### src/hw/rtl/pebrp_pkg.sv
package pebrp_pkg;

    localparam int unsigned WORD_W  = 16;
    localparam int unsigned ADDR_W  = 32;
    localparam int unsigned LEFT_W  = 31;
    localparam int unsigned FIFO_DEPTH = 4;
    localparam int unsigned PTR_W   = 2;
    localparam int unsigned CNT_W   = 3;
    localparam int unsigned TDATA_W = 72;

    localparam logic [31:0] HEADER_BYTES = 32'd8;
    localparam logic [31:0] MIN_BLOCK_BYTES = 32'd10;
    localparam logic [3:0]  TYPE_HIGHADJ = 4'd4;

    // result kinds
    localparam logic [1:0] KIND_ENTRY = 2'd0;
    localparam logic [1:0] KIND_PARAM = 2'd1;
    localparam logic [1:0] KIND_EMPTY = 2'd2;
    localparam logic [1:0] KIND_END   = 2'd3;

    // error codes
    localparam logic [1:0] ERR_NONE     = 2'd0;
    localparam logic [1:0] ERR_ADDRESS  = 2'd1;
    localparam logic [1:0] ERR_LENGTH   = 2'd2;
    localparam logic [1:0] ERR_BAD_TYPE = 2'd3;

    // register indexes (byte address bit 2)
    localparam logic REG_IMAGE_SIZE = 1'b0;
    localparam logic REG_DIR_SIZE   = 1'b1;

    typedef struct packed {
        logic [1:0]  kind;
        logic [31:0] block_address;
        logic [3:0]  entry_type;
        logic [11:0] entry_offset;
        logic [15:0] raw_word;
        logic        type_bad;
        logic        block_last;
        logic [1:0]  error_code;
        logic        last;
    } result_t;

    function automatic logic type_allowed(input logic [3:0] t);
        return (t <= 4'd5) || (t == 4'd9) || (t == 4'd10);
    endfunction

endpackage

### src/hw/rtl/pe_base_relocation_parser_unit.sv
// relocation directory parser
// s_ channel: one directory halfword per item, s_tdata = word, s_tuser = first
// (first clears the parser before the word is handled)
// m_ channel: entry, highadj parameter, empty block and end-of-directory items;
// header words yield none but an empty block or end item, the final word of a block may yield two
// apb port: image_size at 0x0, directory_size at 0x4, write only while idle
// an item waits in the input register until the queue has room; its results are
// written into a 4-deep result queue and show on m_ from the queue head
// throughput: one item per cycle while each item yields at most one result and
// m_tready stays high; the result queue takes up to two results at once but
// drains one result per cycle
// input side runs while the queue holds two free slots, so s_tready never
// depends on m_tready combinationally; a stalled receiver lets the queue fill
// until fewer than two slots are free and then holds s_tready low
// reset: parser state, queue and both registers cleared, no item pending
// after a header error or the end of the directory, words give no result
// until an item with first set
module pe_base_relocation_parser_unit
    import pebrp_pkg::*;
(
    input  logic                 aclk,
    input  logic                 aresetn,
    // configuration
    input  logic                 psel,
    input  logic                 penable,
    input  logic                 pwrite,
    input  logic [2:0]           paddr,
    input  logic [31:0]          pwdata,
    output logic [31:0]          prdata,
    output logic                 pready,
    // directory halfwords
    input  logic                 s_tvalid,
    output logic                 s_tready,
    input  logic [15:0]          s_tdata,   // word
    input  logic                 s_tuser,   // first
    // results
    output logic                 m_tvalid,
    input  logic                 m_tready,
    // block_address[31:0], entry_type[35:32], entry_offset[47:36], raw_word[63:48],
    // type_bad[64], block_last[65], error_code[67:66], zero[71:68]
    output logic [TDATA_W-1:0]   m_tdata,
    output logic [1:0]           m_tuser,   // kind
    output logic                 m_tlast    // last result of its item
);

    // configuration registers
    logic [31:0] image_size_reg;
    logic [31:0] dir_size_reg;

    // input register
    logic              in_valid_reg;
    logic [WORD_W-1:0] in_word_reg;
    logic              in_first_reg;

    // parser state
    logic [31:0]       pos_reg,       pos_next;
    logic [31:0]       haddr_reg,     haddr_next;
    logic [31:0]       hsize_reg,     hsize_next;
    logic [1:0]        hidx_reg,      hidx_next;
    logic [LEFT_W-1:0] left_reg,      left_next;
    logic              in_ent_reg,    in_ent_next;
    logic              param_reg,     param_next;
    logic [1:0]        err_reg,       err_next;
    logic              stopped_reg,   stopped_next;

    // result queue
    result_t           fifo_mem [FIFO_DEPTH];
    logic [PTR_W-1:0]  wr_ptr_reg;
    logic [PTR_W-1:0]  rd_ptr_reg;
    logic [CNT_W-1:0]  count_reg;

    logic    advance;
    logic    accept_in;
    logic    pop;
    logic    push0;
    logic    push1;
    result_t res0;
    result_t res1;

    // state as seen by the current item (first clears it)
    logic [31:0]       eff_pos;
    logic [31:0]       eff_haddr;
    logic [31:0]       eff_hsize;
    logic [1:0]        eff_hidx;
    logic [LEFT_W-1:0] eff_left;
    logic              eff_in_ent;
    logic              eff_param;
    logic [1:0]        eff_err;
    logic              eff_stopped;

    logic [31:0]       pos_plus2;
    logic              end_here;
    logic              end_after;
    logic [3:0]        w_type;
    logic              w_bad;
    logic [LEFT_W-1:0] left_m1;
    logic [31:0]       full_size;
    logic [31:0]       blk_start;
    logic [32:0]       blk_end;
    logic [31:0]       size_less_hdr;
    logic [1:0]        err_with_type;

    // ---------------- configuration port ----------------
    assign pready = 1'b1;

    always_comb begin
        unique case (paddr[2])
            REG_IMAGE_SIZE: prdata = image_size_reg;
            REG_DIR_SIZE:   prdata = dir_size_reg;
            default:        prdata = image_size_reg;
        endcase
    end

    always_ff @(posedge aclk) begin
        if (!aresetn) begin
            image_size_reg <= '0;
            dir_size_reg   <= '0;
        end else if (psel && penable && pwrite && pready) begin
            if (paddr[2] == REG_DIR_SIZE) begin
                dir_size_reg <= pwdata;
            end else begin
                image_size_reg <= pwdata;
            end
        end
    end

    // ---------------- input register ----------------
    // item moves on when the queue can take two results
    assign advance   = in_valid_reg && (count_reg <= CNT_W'(FIFO_DEPTH - 2));
    assign s_tready  = !in_valid_reg || advance;
    assign accept_in = s_tvalid && s_tready;

    always_ff @(posedge aclk) begin
        if (!aresetn) begin
            in_valid_reg <= 1'b0;
        end else if (accept_in) begin
            in_valid_reg <= 1'b1;
        end else if (advance) begin
            in_valid_reg <= 1'b0;
        end
    end

    always_ff @(posedge aclk) begin
        if (accept_in) begin
            in_word_reg  <= s_tdata;
            in_first_reg <= s_tuser;
        end
    end

    // ---------------- parser step ----------------
    assign eff_pos     = in_first_reg ? '0 : pos_reg;
    assign eff_haddr   = in_first_reg ? '0 : haddr_reg;
    assign eff_hsize   = in_first_reg ? '0 : hsize_reg;
    assign eff_hidx    = in_first_reg ? '0 : hidx_reg;
    assign eff_left    = in_first_reg ? '0 : left_reg;
    assign eff_in_ent  = in_first_reg ? 1'b0 : in_ent_reg;
    assign eff_param   = in_first_reg ? 1'b0 : param_reg;
    assign eff_err     = in_first_reg ? ERR_NONE : err_reg;
    assign eff_stopped = in_first_reg ? 1'b0 : stopped_reg;

    assign pos_plus2 = eff_pos + 32'd2;
    // no further header fits
    assign end_here  = ({1'b0, eff_pos} + {1'b0, HEADER_BYTES}) >= {1'b0, dir_size_reg};
    assign end_after = ({1'b0, pos_plus2} + {1'b0, HEADER_BYTES}) >= {1'b0, dir_size_reg};

    assign w_type  = in_word_reg[15:12];
    assign w_bad   = !type_allowed(w_type);
    assign left_m1 = eff_left - LEFT_W'(1);
    assign err_with_type = (eff_err == ERR_NONE && w_bad) ? ERR_BAD_TYPE : eff_err;

    // header completes on its fourth word
    assign full_size     = {in_word_reg, eff_hsize[15:0]};
    assign blk_start     = pos_plus2 - HEADER_BYTES;
    assign blk_end       = {1'b0, blk_start} + {1'b0, full_size};
    assign size_less_hdr = full_size - HEADER_BYTES;

    always_comb begin
        pos_next     = eff_pos;
        haddr_next   = eff_haddr;
        hsize_next   = eff_hsize;
        hidx_next    = eff_hidx;
        left_next    = eff_left;
        in_ent_next  = eff_in_ent;
        param_next   = eff_param;
        err_next     = eff_err;
        stopped_next = eff_stopped;

        push0 = 1'b0;
        push1 = 1'b0;

        res0 = '0;
        res0.block_address = eff_haddr;
        res0.error_code    = eff_err;
        res0.last          = 1'b1;
        res1 = '0;
        res1.kind          = KIND_END;
        res1.block_address = eff_haddr;
        res1.error_code    = eff_err;
        res1.last          = 1'b1;

        if (eff_stopped) begin
            // nothing until the next directory
        end else if (eff_in_ent) begin
            push0     = 1'b1;
            pos_next  = pos_plus2;
            left_next = left_m1;
            if (eff_param) begin
                param_next    = 1'b0;
                res0.kind     = KIND_PARAM;
                res0.raw_word = in_word_reg;
            end else begin
                err_next          = err_with_type;
                res0.kind         = KIND_ENTRY;
                res0.entry_type   = w_type;
                res0.entry_offset = in_word_reg[11:0];
                res0.raw_word     = in_word_reg;
                res0.type_bad     = w_bad;
                res0.error_code   = err_with_type;
                res1.error_code   = err_with_type;
                param_next        = (w_type == TYPE_HIGHADJ) && (eff_left > LEFT_W'(1));
            end
            if (left_m1 == '0) begin
                // final word of the block
                in_ent_next     = 1'b0;
                param_next      = 1'b0;
                res0.block_last = 1'b1;
                if (end_after) begin
                    stopped_next = 1'b1;
                    push1        = 1'b1;
                    res0.last    = 1'b0;
                end
            end
        end else begin
            unique case (eff_hidx)
                2'd0: begin
                    if (end_here) begin
                        stopped_next = 1'b1;
                        push0        = 1'b1;
                        res0.kind    = KIND_END;
                    end else begin
                        haddr_next = {16'd0, in_word_reg};
                        pos_next   = pos_plus2;
                        hidx_next  = 2'd1;
                    end
                end
                2'd1: begin
                    haddr_next = {in_word_reg, eff_haddr[15:0]};
                    pos_next   = pos_plus2;
                    hidx_next  = 2'd2;
                end
                2'd2: begin
                    hsize_next = {16'd0, in_word_reg};
                    pos_next   = pos_plus2;
                    hidx_next  = 2'd3;
                end
                default: begin
                    hsize_next = full_size;
                    pos_next   = pos_plus2;
                    hidx_next  = 2'd0;
                    priority if (eff_haddr > image_size_reg) begin
                        err_next        = (eff_err == ERR_NONE) ? ERR_ADDRESS : eff_err;
                        stopped_next    = 1'b1;
                        push0           = 1'b1;
                        res0.kind       = KIND_END;
                        res0.error_code = (eff_err == ERR_NONE) ? ERR_ADDRESS : eff_err;
                    end else if (blk_end > {1'b0, dir_size_reg}) begin
                        err_next        = (eff_err == ERR_NONE) ? ERR_LENGTH : eff_err;
                        stopped_next    = 1'b1;
                        push0           = 1'b1;
                        res0.kind       = KIND_END;
                        res0.error_code = (eff_err == ERR_NONE) ? ERR_LENGTH : eff_err;
                    end else if (full_size >= MIN_BLOCK_BYTES) begin
                        left_next   = size_less_hdr[31:1];
                        in_ent_next = 1'b1;
                        param_next  = 1'b0;
                    end else begin
                        // short block holds no entries
                        push0           = 1'b1;
                        res0.kind       = KIND_EMPTY;
                        res0.block_last = 1'b1;
                        if (end_after) begin
                            stopped_next = 1'b1;
                            push1        = 1'b1;
                            res0.last    = 1'b0;
                        end
                    end
                end
            endcase
        end
    end

    always_ff @(posedge aclk) begin
        if (!aresetn) begin
            pos_reg     <= '0;
            haddr_reg   <= '0;
            hsize_reg   <= '0;
            hidx_reg    <= '0;
            left_reg    <= '0;
            in_ent_reg  <= 1'b0;
            param_reg   <= 1'b0;
            err_reg     <= ERR_NONE;
            stopped_reg <= 1'b0;
        end else if (advance) begin
            pos_reg     <= pos_next;
            haddr_reg   <= haddr_next;
            hsize_reg   <= hsize_next;
            hidx_reg    <= hidx_next;
            left_reg    <= left_next;
            in_ent_reg  <= in_ent_next;
            param_reg   <= param_next;
            err_reg     <= err_next;
            stopped_reg <= stopped_next;
        end
    end

    // ---------------- result queue ----------------
    assign m_tvalid = (count_reg != '0);
    assign pop      = m_tvalid && m_tready;

    always_ff @(posedge aclk) begin
        if (advance && push0) begin
            fifo_mem[wr_ptr_reg] <= res0;
        end
        if (advance && push1) begin
            fifo_mem[wr_ptr_reg + PTR_W'(1)] <= res1;
        end
    end

    always_ff @(posedge aclk) begin
        if (!aresetn) begin
            wr_ptr_reg <= '0;
            rd_ptr_reg <= '0;
            count_reg  <= '0;
        end else begin
            if (advance) begin
                wr_ptr_reg <= wr_ptr_reg + PTR_W'(push0) + PTR_W'(push1);
            end
            if (pop) begin
                rd_ptr_reg <= rd_ptr_reg + PTR_W'(1);
            end
            count_reg <= count_reg
                         + (advance ? (CNT_W'(push0) + CNT_W'(push1)) : CNT_W'(0))
                         - CNT_W'(pop);
        end
    end

    result_t head;
    assign head = fifo_mem[rd_ptr_reg];

    assign m_tdata = {4'd0, head.error_code, head.block_last, head.type_bad,
                      head.raw_word, head.entry_offset, head.entry_type,
                      head.block_address};
    assign m_tuser = head.kind;
    assign m_tlast = head.last;

endmodule

### config.mk
export PLATFORM = sky130hd
export DESIGN_NAME = pe_base_relocation_parser_unit
export DESIGN_NICKNAME = d
export VERILOG_FILES = /design/src/hw/rtl/pebrp_pkg.sv /design/src/hw/rtl/pe_base_relocation_parser_unit.sv
export SDC_FILE = /design/constraint.sdc
export NUM_CORES = 1
export LEC_CHECK = 0
export BUFFER_PORTS_ARGS = -buffer_cell sky130_fd_sc_hd__buf_4
export CORE_ASPECT_RATIO = 1.1
export CORE_MARGIN = 2
export CORE_UTILIZATION = 45
export CTS_BUF_LIST = sky130_fd_sc_hd__clkbuf_8 sky130_fd_sc_hd__clkbuf_16
export CTS_CLUSTER_DIAMETER = 100
export DETAILED_ROUTE_END_ITERATION = 12
export GPL_TIMING_DRIVEN = 0
export PLACE_DENSITY = 0.63
export SYNTH_ARGS = -nofsm -noshare
export SYNTH_HDL_FRONTEND = slang
export SYNTH_SLANG_ARGS = --single-unit
### constraint.sdc
create_clock -name aclk -period 10.06 [get_ports aclk]
set_clock_uncertainty 0.15 [all_clocks]
set_input_delay 1.006 -clock aclk [delete_from_list [all_inputs] [get_ports aclk]]
set_output_delay 1.006 -clock aclk [all_outputs]
set_load 0.02 [all_outputs]
# Yosys cells after proc, flatten, opt, wreduce, memory -nomap -nowiden
# Memories as Yosys holds them, arrays and structs flattened. A register that Yosys moved wholly into a read port is not among the register bits.
# Index checks and enable logic that the tools add are counted.
# classes
n_mux,108
n_shift,0
n_addsub,14
n_reduce_logical,24
n_mul,0
n_bitwise,1
order_cmp,8
eq_ne,5
div_mod_pow,0
# ops
op,n
32-bit two-way mux,12
31-bit two-way mux,7
32-bit one-hot mux with 2 select lines,3
"32-bit by 4-bit adder with 33-bit output, second input constant",2
33-bit by 32-bit greater-or-equal comparator with 1-bit output,2
"32-bit by 4-bit subtractor with 32-bit output, second input constant",2
1-bit two-way mux,52
2-bit two-way mux,25
37-bit two-way mux,1
32-bit by 32-bit adder with 33-bit output,1
33-bit by 32-bit greater-than comparator with 1-bit output,1
33-bit two-way mux,1
"32-bit by 2-bit adder with 32-bit output, second input constant",1
"32-bit by 4-bit greater-or-equal comparator with 1-bit output, second input constant",1
32-bit greater-than comparator,1
"31-bit by 1-bit greater-than comparator with 1-bit output, second input constant",1
31-bit logical NOT,1
"31-bit by 1-bit subtractor with 31-bit output, second input constant",1
16-bit two-way mux,1
1-bit logical AND,9
"4-bit == test, second input constant",2
4-bit two-way mux,2
2-bit one-hot mux with 3 select lines,1
2-bit by 1-bit adder with 2-bit output,2
20 further kinds,28
# word_totals
latch_bits,0
ram_bits,284
out_inout_bits,110
n_memories,1
romBits,0
register_bits,223
# memory_table
name,words,word_bits,rd,rd_clocked_by_memory_dff,write_ports,line_no,source
fifo_mem,4,71,1,1,2,pe_base_relocation_parser_unit.sv:67,result_t fifo_mem [FIFO_DEPTH];

# Depth between registers and ports, before layout
# Gate-level depths: netlist (run 1).
# logic_depth
ltp_word,15
depth_mapped,49
depth_no_buf,39

# Worst setup path after synthesis (run 1)
# No wires, ideal clock.
# synth_path
kind,register to register
from,register in_first_reg
to,register count_reg[2]
t_arrival_ns,9.905
path_slack_ns,-0.122
period_less_slack_ns,10.182
n_path_buf,10
path_stages_with_launch,48
t_required_ns,9.782
setup_ns,0.128
path_cell_list,edfxtp_1 buf_2 buf_2 buf_2 buf_2 clkbuf_1 buf_1 buf_1 clkbuf_1 clkbuf_1 nor2b_1 ha_1 clkbuf_1 nand3_1 xor2_1 a41oi_1 nor4_1 nand2_1 [12 not listed] ha_1 a21o_1 a21oi_1 o21ai_0 a31oi_1 or3b_2 a21oi_1 nand2_1 o32a_1 o21ai_0 ha_1 inv_1 ha_1 inv_1 fa_1 xnor2_1 xnor2_1 nor2_1
# synth_between
elab_chain_cells,15
elab_cells_between_ends,43
cone_classes,9 x add/sub; 5 x order compare; 2 x eq/ne; 23 x mux; 4 x reduce/logical
# synth_rtl
element,line_no,source
"start, declared",pe_base_relocation_parser_unit.sv:53,logic in_first_reg;
"start signal, assigned",pe_base_relocation_parser_unit.sv:146,in_first_reg <= s_tuser;
branches (longest 11 deep; another with 32-bit by 32-bit adder with 33-bit output),-,
1-bit by 1-bit adder with 2-bit output *,pe_base_relocation_parser_unit.sv:342,+ (advance ? (CNT_W'(push0) + CNT_W'(push1)) : CNT_W'(0))
2-bit two-way mux *,pe_base_relocation_parser_unit.sv:342,
3-bit by 2-bit adder with 3-bit output *,pe_base_relocation_parser_unit.sv:342,
3-bit by 1-bit subtractor with 3-bit output *,pe_base_relocation_parser_unit.sv:343,- CNT_W'(pop);
"end signal, assigned",pe_base_relocation_parser_unit.sv:341,count_reg <= count_reg
"end, declared",pe_base_relocation_parser_unit.sv:70,logic [CNT_W-1:0] count_reg;
# Mark *: on every way between the ends.
# A chain may end at the register's enable or synchronous reset.

# Worst setup path in the final report (run 1)
# Ends and elaborated chain as after synthesis.

==> results of run 1 <==
-- worst min-delay path, cell delays in order (launching register included) --
cell and delay, ns:
dfxtp_1 0.31, nand2_1 0.05, a21oi_1 0.03
-- final cells by class --
type                            count  share of cell area, %
Timing Repair Buffer              206                   4.40
Multi-Input combinational cell   2561                   50.5
Sequential cell                   493                   32.5
Inverter                          149                   1.64
Clock buffer                       56                   3.89
Tap cell                          858                   3.06
Buffer                            230                   3.32
Clock inverter                     39                  0.691
Antenna cell                        2                 0.0143
-- synth_stat cells, drive strengths merged (8+ instances only) --
cell and count:
clkbuf 151, a21oi 237, o21ai 177, o21a 11
ha 176, edfxtp 153, mux2i 13, a31oi 31
nand2 403, o2bb2ai 96, a22oi 71, or3 29
o31ai 17, nor3 55, a22o 40, nand3 69
dfxtp 340, o32ai 8, nand4b 10, or4 28
mux2 8, and3 14, xor2 48, or2 15
nor4b 8, buf 81, o41ai 9, a21o 30
inv 149, xnor2 102, a211oi 28, and4 11
nor2 412, nor4 39, o211ai 16, mux4 71
nand2b 17, and2 20, o21bai 11, nand4 55
nor2b 54
-- per-stage QoR --
stage / setup slack (ns) / area [µm²] / setup TNS, ns / util (%) / cells
finish: 0.180 / 35100 / 0 / 52.9 / 4594
global route: -0.150 / 35100 / -1.19 / 52.9 / 4594
CTS: -0.218 / 34600 / -0.218 / 52.1 / 4560
detailed placement: -5.11 / 32600 / -2115.18 / 49.0 / 4455
global placement: -5.38 / 32500 / -2154.40 / 49.0 / 4454
floorplan: 0.0132 / 30200 / 0 / - / 3435
-- cell usage in the layout, fill, tap and decap left out, drive strengths merged, types with 11 or more instances in the layout --
cell / Yosys / layout
a211oi: 28 / 28
a21o: 30 / 30
a21oi: 237 / 237
a22o: 40 / 40
a22oi: 71 / 71
a31oi: 31 / 31
and2: 20 / 20
and3: 14 / 14
and4: 11 / 11
buf: 81 / 287
clkbuf: 151 / 204
clkinv: 0 / 19
dfxtp: 340 / 340
edfxtp: 153 / 153
ha: 176 / 176
inv: 149 / 164
mux2i: 13 / 13
mux4: 71 / 71
nand2: 403 / 403
nand2b: 17 / 17
nand3: 69 / 69
nand4: 55 / 55
nor2: 412 / 412
nor2b: 54 / 54
nor3: 55 / 55
nor4: 39 / 39
o211ai: 16 / 16
o21a: 11 / 11
o21ai: 177 / 177
o21bai: 11 / 11
o2bb2ai: 96 / 96
o31ai: 17 / 17
or2: 15 / 15
or3: 29 / 29
or4: 28 / 28
xnor2: 102 / 102
xor2: 48 / 48
-- report_power, final --
part,internal [mW],switching [mW]
clock,1.01,0.847
sequential,2.12,0.0543
combinational,0.548,0.978
total,3.67,1.88
-- cell families after synthesis --
logic type	after synthesis	share of synthesized area, %
AO/OA/AOI/OAI	872	19.5
adder cells (fa/ha/maj)	178	7.42
XOR/XNOR	150	4.37
AND/OR/NAND/NOR	1264	19.7
flip-flops	493	37.7
multiplexers	92	6.02
other	2	0.0248
buffers and inverters	381	5.27
-- worst paths after layout --
| path | to | from | slack (ns) |
|---|---|---|---|
| worst min register to register | pos_reg[0] | pos_reg[0] | 0.29 |
| worst max register to register | count_reg[2] | in_first_reg | 0.18 |
| worst min-delay path | pos_reg[0] | pos_reg[0] | 0.29 |
| worst max-delay path | count_reg[2] | in_first_reg | 0.18 |
-- routing by layer --
metal | vias to the layer above | global-route usage (%)
met5 | - | 0
met3 | 363 | 5.05
met2 | 1483 | 51.4
li1 | 13000 | -
met1 | 13600 | 40.7
met4 | 2 | 17.4
-- what timing repair did --
item,in CTS,in global routing
pin swaps,13,31
resized for setup,88,56
setup endpoints to repair,506,442
setup buffers,12,32
hold buffers,0,0
==> flow_metrics.tcl, run 1 <==
set metrics [dict create \
    synth_cells 3432 \
    hold_path.class "flip-flop to flip-flop" \
    setup_viol 0 \
    htree_levels 2 \
    synth_largest_area_cell "dfxtp_1" \
    die_w_um 251 \
    ys_types 97 \
    synth_top_area_share_pct 22.5 \
    final.min_clock_period_ns 9.88 \
    totalWireLength_um 113000 \
    die_y_um 276 \
    syn_area_per_cell_um2 8.81 \
    clock.fmax_ghz 0.101 \
    p_leak_nw 12.7 \
    maxSlewHeadroom_pct 12.2 \
    drc_errors 0 \
    grt_max_degree 39 \
    wl_met2_um 50600 \
    hold_viol 0 \
    io_buffers 161 \
    ys.flop_type "dfxtp_1" \
    cts_tree "yes" \
    cts_buffer_depth 3 \
    start_kind "flip-flop" \
    antenna_found_initial 3 \
    core_area_um2 66400 \
    grt_overflow 0 \
    cts.reportedPaths.clkPinSlew_ns 0.06 \
    crit_slowest_cell "or3b_4" \
    drt_iter0_drc 3213 \
    end_kind "flip-flop" \
    hold_ws_ns 0.289 \
    wl_met3_um 9830 \
    crit_arrival_ns 10.19 \
    root_buffer "clkbuf_16" \
    timing.final.crit_share_pct 98.2 \
    synth_warnings 0 \
    final-seq-area_um2 11400 \
    power.total_mw 5.55 \
    top_register "fifo_mem" \
    cp_num_cells 45 \
    worst_r2r_path_depth 45 \
    hpwlAfterDp_um 84000 \
    outcome "finished clean" \
    netlist_area_um2 30200 \
    wl_per_cell_um 24.5 \
    highest_layer "met5" \
    place.gp.congestion 0.980 \
    power_per_cell_area_nw_per_um2 158 \
    cpLargestDelayFamily "simple AND/OR/NAND/NOR gates" \
    synth_edf_count 153 \
    critPathMaxFanout 10 \
    cp.required_ns 10.37 \
    cts-buffers-inserted 53 \
    start_util_pct 45.5 \
    yosys_register_bits 493 \
    largest_reg_flops 284 \
    path_buf_inv 11 \
    rows 99 \
    grt_pass1_vias 26700 \
    clock_sinks 493 \
    ys_seq_area_share_pct 37.7 \
    ir_drop_mv 0.127 \
    slowest_delay_ns 0.42 \
    multiInputGateArea_um2 17700 \
    worst_slew_pin_slew_ns 1.32 \
    async_flop_share_pct 0 \
    path_class "flip-flop to flip-flop" \
    grt_use_total_pct 31.7 \
    max_cap_violations 0 \
    drive_above_1_share_pct 14.6 \
    routedLengthMet1_um 44600 \
    synth_area_leaders "dfxtp_1 23%, edfxtp_1 15%, ha_1 7.3%" \
    finalNetCount 3931 \
    clock_latency_ns 0.63 \
    cp_common_cell "nand2_1" \
    drt_pass1_iterations 9 \
    area_growth_pct 16.2 \
    fillers 6257 \
    dieArea_um2 69300 \
    worst_hold_path.num_cells 2 \
    drv_slew 0 \
    pin_count 169 \
    grt_pass1_wl_um 166000 \
    ant_nets 0 \
    via_per_inst 6.21 \
    vias 28500 \
]
Power figures use the tool's default switching activity.
==> inputs of run 2 (changes only) <==
--- a/config.mk
+++ b/config.mk
@@ -13,7 +13,7 @@
 export CTS_CLUSTER_DIAMETER = 100
 export DETAILED_ROUTE_END_ITERATION = 12
 export GPL_TIMING_DRIVEN = 0
-export PLACE_DENSITY = 0.63
+export PLACE_DENSITY = 0.61
 export SYNTH_ARGS = -nofsm -noshare
 export SYNTH_HDL_FRONTEND = slang
 export SYNTH_SLANG_ARGS = --single-unit
==> constraint.sdc (replaced) <==
create_clock -name aclk -period 9.98 [get_ports aclk]
set_clock_uncertainty 0.15 [all_clocks]
set_input_delay 0.998 -clock aclk [delete_from_list [all_inputs] [get_ports aclk]]
set_output_delay 0.998 -clock aclk [all_outputs]
set_load 0.02 [all_outputs]
==> flow_metrics.tcl, run 2 (synthesis gave the netlist of run 1 again) <==
set metrics [dict create \
    outcome "finished clean" \
    via_per_inst 6.21 \
    critPathMaxFanout 10 \
    hold_viol 0 \
    cts_hold_buf 0 \
    ir_drop_mv 0.133 \
    vias 28500 \
    setup_viol 0 \
    power_per_cell_area_nw_per_um2 163 \
    drive_above_1_share_pct 14.5 \
    start_kind "flip-flop" \
    grt_use_total_pct 32.7 \
    ant_nets 0 \
    grt_pass1_vias 27200 \
    timing.final.crit_share_pct 98.9 \
    die_w_um 251 \
    worst_r2r_path_depth 43 \
    crit_slowest_cell "or4_4" \
    antenna_found_initial 2 \
    rsz0062_at_grt "yes" \
    wl_met3_um 9050 \
    clock.fmax_ghz 0.101 \
    pin_count 169 \
    top_register "fifo_mem" \
    dp_cells 4456 \
    final_common_cell "nor2_1" \
    drv_slew 0 \
    clock_sinks 493 \
    wl_per_cell_um 25.3 \
    fillers 6260 \
    dieArea_um2 69300 \
    root_buffer "clkbuf_16" \
    max_cap_violations 0 \
    hold_path.class "flip-flop to flip-flop" \
    place.gp.congestion 0.975 \
    p_leak_nw 12.7 \
    grt_pass1_wl_um 171000 \
    routedLengthMet1_um 47200 \
    drt_iter0_drc 3071 \
    cts.reportedPaths.clkPinSlew_ns 0.06 \
    finalNetCount 3922 \
    setup_tns_ns 0 \
    die_y_um 276 \
    final.min_clock_period_ns 9.87 \
    htree_levels 2 \
    start_util_pct 45.5 \
    cts_buffer_depth 3 \
    grt_overflow 0 \
    drt_pass1_iterations 7 \
    layout_common_cells "405 x nor2_1, 401 x nand2_1, 340 x dfxtp_1" \
    clock_latency_ns 0.64 \
    hold_ws_ns 0.284 \
    post-route-util_pct 53.1 \
    core_area_um2 66400 \
    area_growth_pct 16.6 \
    io_buffers 161 \
    fin_cells 4590 \
    drc_errors 0 \
    totalWireLength_um 116000 \
    end_kind "flip-flop" \
    slowest_delay_ns 0.60 \
    crit_arrival_ns 10.19 \
    cts_tree "yes" \
    largest_reg_flops 284 \
    worst_hold_path.num_cells 2 \
    worst_slew_pin_slew_ns 1.34 \
    grt_max_degree 39 \
    maxSlewHeadroom_pct 10.1 \
    hpwlAfterDp_um 87000 \
    highest_layer "met4" \
    path_class "flip-flop to flip-flop" \
    cp.required_ns 10.30 \
    rows 99 \
    wl_met2_um 52500 \
    cts-buffers-inserted 54 \
]
[run 2: cell count changes in the layout (fill, tap and decap cells not counted), sizes merged]
cell / change
clkinv: +6
buf: -10
inv: -4
bufinv: +4
[run 2: layout make-up]
cell class / instances / area, µm² / share of cell area [%]
clock buffers: 56 / 1390 / 3.94
plain buffers: 229 / 1160 / 3.28
inverters: 149 / 567 / 1.61
repair buffers: 197 / 1510 / 4.28
multi-input cells: 2561 / 17700 / 50.3
clock inverters: 45 / 399 / 1.13
diodes: 2 / 5.00 / 0.0142
well taps: 858 / 1070 / 3.05
flip-flops and latches: 493 / 11400 / 32.3
[run 2: where the power goes]
group	internal [mW]	leakage [nW]	total [mW]	switching, mW
registers	2.13	3.97	2.19	0.0547
clock network	1.15	0.907	2.03	0.885
logic	0.546	7.87	1.53	0.982
[run 2: worst paths after layout]
check | from | slack [ns] | end
max reg2reg | in_first_reg | 0.11 | count_reg[2]
max | in_first_reg | 0.11 | count_reg[2]
min | pos_reg[0] | 0.28 | pos_reg[0]
min reg2reg | pos_reg[0] | 0.28 | pos_reg[0]
[run 2: critical path: cells and delay by family, from the launching register on]
kind	cells	cell delay, ns
and+or+nand+nor	14	3.16
AOI/OAI and AO/OA	11	2.33
buffers and inverters	9	1.63
adders and majority gates	5	1.38
xor gates and xnor gates	4	0.59
DFF	1	0.41
[run 2: layer usage]
layer	vias to the layer above	track usage [%]
met4	0	18.5
met3	333	4.37
met5	-	0
li1	13000	-
met2	1416	52.8
met1	13800	42.6
[run 2: timing repair]
item	4_1_cts	5_1_grt
endpoints found under the setup margin	517	424
setup buffers	22	12
pin swaps	23	22
endpoints found under the hold margin	0	0
gates resized for setup	95	42
[run 2: per-stage QoR]
step | instance area [µm²] | worst slack [ns] | total power [mW]
after floorplan | 30300 | 0.0217 | 3.15
after global placement | 32500 | -5.44 | 3.68
after detailed placement | 32600 | -4.99 | 3.69
after CTS | 35000 | 0.0112 | 5.72
after global routing | 35200 | -0.206 | 5.95
final | 35200 | 0.106 | 5.75
